$ cat src/rtl/pbas_pkg.sv
package pbas_pkg;

  localparam int MAX_ENTRIES  = 4096;
  localparam int MAX_BITS     = 16;
  localparam int WORD_BITS    = 64;
  localparam int MIN_PER_WORD = WORD_BITS / MAX_BITS;
  localparam int STORE_WORDS  = (MAX_ENTRIES + MIN_PER_WORD - 1) / MIN_PER_WORD;

  localparam int OP_W     = 2;
  localparam int IDX_W    = 12;
  localparam int VAL_W    = 16;
  localparam int STAT_W   = 2;
  localparam int BITS_W   = 5;
  localparam int CNT_W    = 13;
  localparam int CFG_IDX_W = 1;
  localparam int ADDR_W   = $clog2(STORE_WORDS);
  localparam int SHIFT_W  = $clog2(WORD_BITS);
  localparam int PW_W     = SHIFT_W + 1;

  // Reciprocal divide: addr = (idx * RECIP) >> RECIP_SHIFT, exact for 12-bit idx
  localparam int RECIP_SHIFT = 19;
  localparam int RECIP_W     = 18;
  localparam int PROD_W      = IDX_W + RECIP_W;

  localparam logic [OP_W-1:0] OP_READ  = 2'd0;
  localparam logic [OP_W-1:0] OP_WRITE = 2'd1;
  localparam logic [OP_W-1:0] OP_SWAP  = 2'd2;

  localparam logic [STAT_W-1:0] ST_OK    = 2'd0;
  localparam logic [STAT_W-1:0] ST_RANGE = 2'd1;
  localparam logic [STAT_W-1:0] ST_MASK  = 2'd2;

  localparam logic [CFG_IDX_W-1:0] CFG_ENTRY_BITS  = 1'd0;
  localparam logic [CFG_IDX_W-1:0] CFG_ENTRY_COUNT = 1'd1;

  localparam logic [BITS_W-1:0] BITS_RESET  = 5'd4;
  localparam logic [CNT_W-1:0]  COUNT_RESET = CNT_W'(MAX_ENTRIES);

  typedef struct packed {
    logic ready;   // input side may take a request
    logic load;    // capture request and check it
    logic div;     // word address by reciprocal multiply
    logic rem;     // offset within word
    logic rd;      // bit position, memory read
    logic finish;  // merge, write back, load result register
    logic clear;   // clearing pass, one word per cycle
  } pbas_cmd_t;

  typedef struct packed {
    logic err;       // captured request is refused
    logic clr_last;  // clearing pass at last word
    logic out_free;  // result register can take a new result
  } pbas_sts_t;

  function automatic logic [PW_W-1:0] per_word_of(input logic [BITS_W-1:0] b);
    logic [PW_W-1:0] pw;
    case (b)
      5'd1:    pw = 7'd64;
      5'd2:    pw = 7'd32;
      5'd3:    pw = 7'd21;
      5'd4:    pw = 7'd16;
      5'd5:    pw = 7'd12;
      5'd6:    pw = 7'd10;
      5'd7:    pw = 7'd9;
      5'd8:    pw = 7'd8;
      5'd9:    pw = 7'd7;
      5'd10:   pw = 7'd6;
      5'd11:   pw = 7'd5;
      5'd12:   pw = 7'd5;
      default: pw = 7'd4;
    endcase
    return pw;
  endfunction

  // ceil(2^RECIP_SHIFT / per_word)
  function automatic logic [RECIP_W-1:0] recip_of(input logic [BITS_W-1:0] b);
    logic [RECIP_W-1:0] r;
    case (b)
      5'd1:    r = 18'd8192;
      5'd2:    r = 18'd16384;
      5'd3:    r = 18'd24967;
      5'd4:    r = 18'd32768;
      5'd5:    r = 18'd43691;
      5'd6:    r = 18'd52429;
      5'd7:    r = 18'd58255;
      5'd8:    r = 18'd65536;
      5'd9:    r = 18'd74899;
      5'd10:   r = 18'd87382;
      5'd11:   r = 18'd104858;
      5'd12:   r = 18'd104858;
      default: r = 18'd131072;
    endcase
    return r;
  endfunction

endpackage

$ cat src/rtl/pbas_ctrl.sv
module pbas_ctrl (
  input  logic                clk_i,
  input  logic                rst_ni,
  input  logic                req_valid_i,
  input  pbas_pkg::pbas_sts_t sts_i,
  output pbas_pkg::pbas_cmd_t cmd_o
);
  import pbas_pkg::*;

  localparam logic [2:0] S_CLEAR = 3'd0;
  localparam logic [2:0] S_IDLE  = 3'd1;
  localparam logic [2:0] S_DIV   = 3'd2;
  localparam logic [2:0] S_REM   = 3'd3;
  localparam logic [2:0] S_RD    = 3'd4;
  localparam logic [2:0] S_MOD   = 3'd5;

  logic [2:0] state_q, state_d;

  always_comb begin
    cmd_o   = '0;
    state_d = state_q;
    case (state_q)
      S_CLEAR: begin
        cmd_o.clear = 1'b1;
        if (sts_i.clr_last) begin
          state_d = S_IDLE;
        end
      end
      S_IDLE: begin
        cmd_o.ready = 1'b1;
        cmd_o.load  = req_valid_i;
        if (req_valid_i) begin
          state_d = S_DIV;
        end
      end
      S_DIV: begin
        cmd_o.div = 1'b1;
        // refused requests skip the memory access
        state_d = sts_i.err ? S_MOD : S_REM;
      end
      S_REM: begin
        cmd_o.rem = 1'b1;
        state_d   = S_RD;
      end
      S_RD: begin
        cmd_o.rd = 1'b1;
        state_d  = S_MOD;
      end
      S_MOD: begin
        cmd_o.finish = sts_i.out_free;
        if (sts_i.out_free) begin
          state_d = S_IDLE;
        end
      end
      default: begin
        state_d = S_CLEAR;
      end
    endcase
  end

  always_ff @(posedge clk_i or negedge rst_ni) begin
    if (!rst_ni) begin
      state_q <= S_CLEAR;
    end else begin
      state_q <= state_d;
    end
  end

endmodule

$ cat config.mk
export PLATFORM = sky130hd
export DESIGN_NAME = pbas_ctrl
export DESIGN_NICKNAME = d
export VERILOG_FILES = /design/src/rtl/pbas_pkg.sv /design/src/rtl/pbas_ctrl.sv
export SDC_FILE = /design/constraint.sdc
export NUM_CORES = 1
export LEC_CHECK = 0
export BUFFER_PORTS_ARGS = -buffer_cell sky130_fd_sc_hd__buf_2
export CAP_MARGIN = 10
export CORE_AREA = 5 5 42 44
export CTS_CLUSTER_DIAMETER = 60
export DETAILED_ROUTE_END_ITERATION = 7
export DIE_AREA = 0 0 47 49
export GPL_TIMING_DRIVEN = 0
export PLACE_DENSITY = 0.35
export SYNTH_ARGS = -nofsm -noshare
export SYNTH_HDL_FRONTEND = slang
export SYNTH_SLANG_ARGS = --single-unit
$ cat constraint.sdc
create_clock -name clk_i -period 1.26 [get_ports clk_i]
set_input_delay 0.189 -clock clk_i [delete_from_list [all_inputs] [get_ports clk_i]]
set_output_delay 0.189 -clock clk_i [all_outputs]
set_load 0.02 [all_outputs]
## Word-level counts from Yosys, hierarchy flattened

Index checks and enable logic that the tools add are counted.

- Register bits after elaboration: 3
- Input port bits: 6
- Output and inout port bits: 7
- Logic and storage cells: 22

- Eq/ne operators: 8
- Mux-type cells: 11
- Reduce and logical (&&, ||, !) cells: 2

Operator list:

| operator | number |
|---|---|
| 3-bit case mux with 6 select lines | 1 |
| 3-bit two-way mux | 4 |
| 3-bit by 2-bit equality test with 1-bit output (second input constant) | 2 |
| 3-bit equality test (second input constant) | 2 |
| 2-bit != test (second input constant) | 3 |
| 1-bit two-way mux | 5 |
| 3-bit by 1-bit equality test with 1-bit output (second input constant) | 1 |
| 3-bit zero test | 1 |
| 3-bit AND reduction | 1 |
| 2-bit two-way mux | 1 |

## Longest topological paths before layout

- Depth after elaboration: 3
- Depth in mapped cells: 3
- Depth with buffers taken out: 2

## Least setup slack after synthesis

OpenSTA, ideal clock, no wires.

- Kind: register to output
- From: register state_q[2]
- To: output port cmd_o[4] (netlist bit)
- Data arrival time: 1050 ps
- Required time: 1071 ps
- Setup slack: 21 ps
- Stages on the path, launching flop included: 3
- Buffers on the path: 1
- Path through: dfrtp_1 > buf_2 > nor3b_1

RTL lines:

| element | line | source |
|---|---|---|
| from (decl) | pbas_ctrl.sv:17 | `logic [2:0] state_q, state_d;` |
| from (signal assigned) | pbas_ctrl.sv:65 | `state_q <= state_d;` |
| to (decl) | pbas_ctrl.sv:6 | `output pbas_pkg::pbas_cmd_t cmd_o` |

==> impl_results.md <==
- Hold Vio Cnt, Final: 0
- PD cells: around 2600 mW/mm^2
- Post-synthesis xor/xnor area fraction: 0
- Via density: about 4.2
- Synth Area in Compound Gates: 0.150
- RSZ-0062 raised after global routing: yes
- Failing checks: negative setup slack
- Pin count of the biggest net entering global routing: 11
- Initial Util: 0.149
- Top reg by flops: state_q
- Design Area, Final: 405 sq um
- Number of global-route vias before repair: around 250
- Skew final: 0.00203 ns
- Most frequent cell after synthesis: dfrtp_1
- Via count: between 200 and 250
- Post-synthesis simple-gate area fraction: 0.407
- First-pass iteration count of the detailed router: 1
- Setup TNS: -0.274 ns
- Synthesis-stage register bit count: 3
- CP startpoint kind: register
- First-pass GRT wire length: a little under 1000 um
- Setup violations, final: 7
- Die W: between 40 and 50 um
- Sequential fraction of the synthesis area: 0.359
- Fin crit period: 1.33 ns
- Worst slew pin tran: 0.164 ns
- Post-Synthesis Cells: 24
- WP data required: between 1 and 1.5 ns
- Die Y-Extent: 49 um
- Layout cell share with drive strength beyond 1: 0.581
- Core footprint: approximately 0.0014 sq mm
- Syn Area/Cell: ~8.7 sq um
- Hold crit path type: input port to register
- Final antenna-violating net count: 0
- Max-Cap Viols: 0
- Worst vdd ir: roughly 1.1 mV
- I/O pins: 13
- Distinct cells, synth: 19
- Setup Crit Path Kind: register to output port
- Post-synth EDFFs: 0
- Die area: between 0.002 and 0.0025 sq mm
- Area leader, netlist: dfrtp_1
- H-tree depth: 1
- CP Max Fanout: 5
- Worst Hold End: state_q[1]
- Placer's final routability congestion estimate: between 0.6 and 0.7
- DRC Markers: 0
- Tot GR Track Use: 0.0606
- CP endpoint kind: output port
- Worst Hold Depth: 3
- Largest family of logic cells by synthesized area: simple AND/OR/NAND/NOR gates
- Dpl hpwl: ~420 um
- LEAKAGE: 0.000193 uW
- Core Util, Final: 0.289
- Area share of the largest cell type after synthesis: 0.359
- Row Count: 14
- R2R Path End: state_q[0]
- Max reg flops: 3
- Layout area overhead: 94.0%
- Port Buffers: 12
- CTS Sinks: 3
- Mux cell area share after synthesis: 0
- # diodes: 0
- FILL cells: 160
- Final wirelength: ~620 um
- CTS Buf Count: 3
- Reg2Reg Depth: 2
- Most instantiated cells after synthesis: dfrtp_1, buf_2, nor3_1, nor3b_1
- Longest Clk Path Bufs: 2
- Grt total ovfl: 0
- Non-filler instance count after layout: 59
- Syn Nets: 30
- Max Clk Rate: around 750 MHz
- FFs w/ async S/R, synth: 1.00
- Dominant synthesized flop cell: dfrtp_1
- Largest regs: state_q (3)
- Drt wl/cell: roughly 10 um
- Run status: finished with violations
- Worst-Skew Late Latency: roughly 0.23 ns
- Nets: 50
- Flop-to-flop setup slack: 0.09 ns
- Clk pin slew, worst setup/hold paths: ~0.040 ns
- Worst R2R Start: state_q[2]
- CTS root buf: clkbuf_4
- Crit path from: state_q[0]
- Period utilisation layout: 1.05
- Post-Synth Adder-Cell Area: 0
- Synth top area cells: dfrtp_1, nor3b_1, and3b_2
- Slew margin rel.: 0.890
- Placed Instances: 52
- CTS tree: yes
- Fin. max-slew vios: 0
- Area after DPL: slightly below 300 sq um
- Power, Total: 1050 uW
- Min setup slack post-route: -0.0673 ns
- Min-delay src: sts_i[2]
- Synth Cell Area: between 200 and 250 sq um
- Antenna violations before repair: 0
- Initial drt markers: 0
- Total number of yosys warnings: 0
- Worst Path Arrival: between 1 and 1.5 ns
metrics by stage:
stage          hold slack [ns]  setup WS [ns]
3_5_place_dp           -0.0135          0.101
3_3_place_gp           -0.0167          0.125
5_1_grt                  0.268         -0.118
6_report                 0.248        -0.0673
2_1_floorplan           -0.107         0.0212
4_1_cts                  0.234        -0.0973
layout make-up:
| class | instances | area, sq um | share of cell area |
|---|---|---|---|
| timing repair buffer | 15 | 111 | 0.275 |
| clock buffer | 4 | 26.3 | 0.0648 |
| tap | 16 | 20.0 | 0.0494 |
| sequential | 3 | 75.1 | 0.185 |
| buffer | 3 | 33.8 | 0.0833 |
| multi-input combinational | 18 | 139 | 0.343 |
worst max-delay path: stages (launching register included):
cell	delay, ns
dfrtp_1	0.40
buf_6	0.14
and2_4	0.13
nor2b_4	0.12
buf_6	0.12
kinds of logic after synthesis:
kind of cell / Yosys count
and+or+nand+nor: 13
buffers and inverters: 3
AOI/OAI and AO/OA: 5
DFF: 3
per-layer routing:
metal / wire length, um / part of all wire / global-route usage
met3: 73 / 0.12 / 0.0148
met1: 231 / 0.38 / 0.0640
met2: 310 / 0.50 / 0.0928
met5: 0 / 0 / 0
met4: 0 / 0 / 0.0553
report_power, final:
part / switching, uW / total, uW / internal (uW)
logic: 338 / 704 / 365
registers: 34.0 / 175 / 141
clock network: 48.3 / 167 / 119
worst max-delay path by stage:
stage | to | slack (ns) | cells past startpoint
floorplan | cmd_o[4] | 0.02 | 2
global placement | cmd_o[1] | 0.13 | 4
detailed placement | cmd_o[1] | 0.10 | 4
CTS | cmd_o[1] | -0.1 | 4
global route | cmd_o[1] | -0.12 | 4
finish | cmd_o[1] | -0.07 | 4
layout by cell type (no fill, tap or decap):
cell and n:
dlygate4sd3_1 1, buf_2 6, nand3b_1 1, and2_4 1, buf_6 6, o211a_1 1
a21oi_1 1, nor2b_4 1, clkbuf_1 1, o22ai_1 1, o21ai_1 1, dfrtp_1 3
nand2b_4 1, nor3_2 1, nand2_1 1, buf_4 5, or3b_1 1, nor3b_1 2
clkbuf_4 3, nor2_1 1, nor3_1 1, o21ai_0 1, and3b_2 1, or4_1 1
repair_timing:
item / 4_1_cts / 5_1_grt
pin swaps: 0 / 1
cloned: 1 / 0
gates resized for setup: 11 / 8
setup endpoints to repair: 7 / 7
buffers inserted: 1 / 0
hold buffers: 1 / 0
endpoints found under the hold margin: 3 / 0
(Power assumes the default switching activity.)
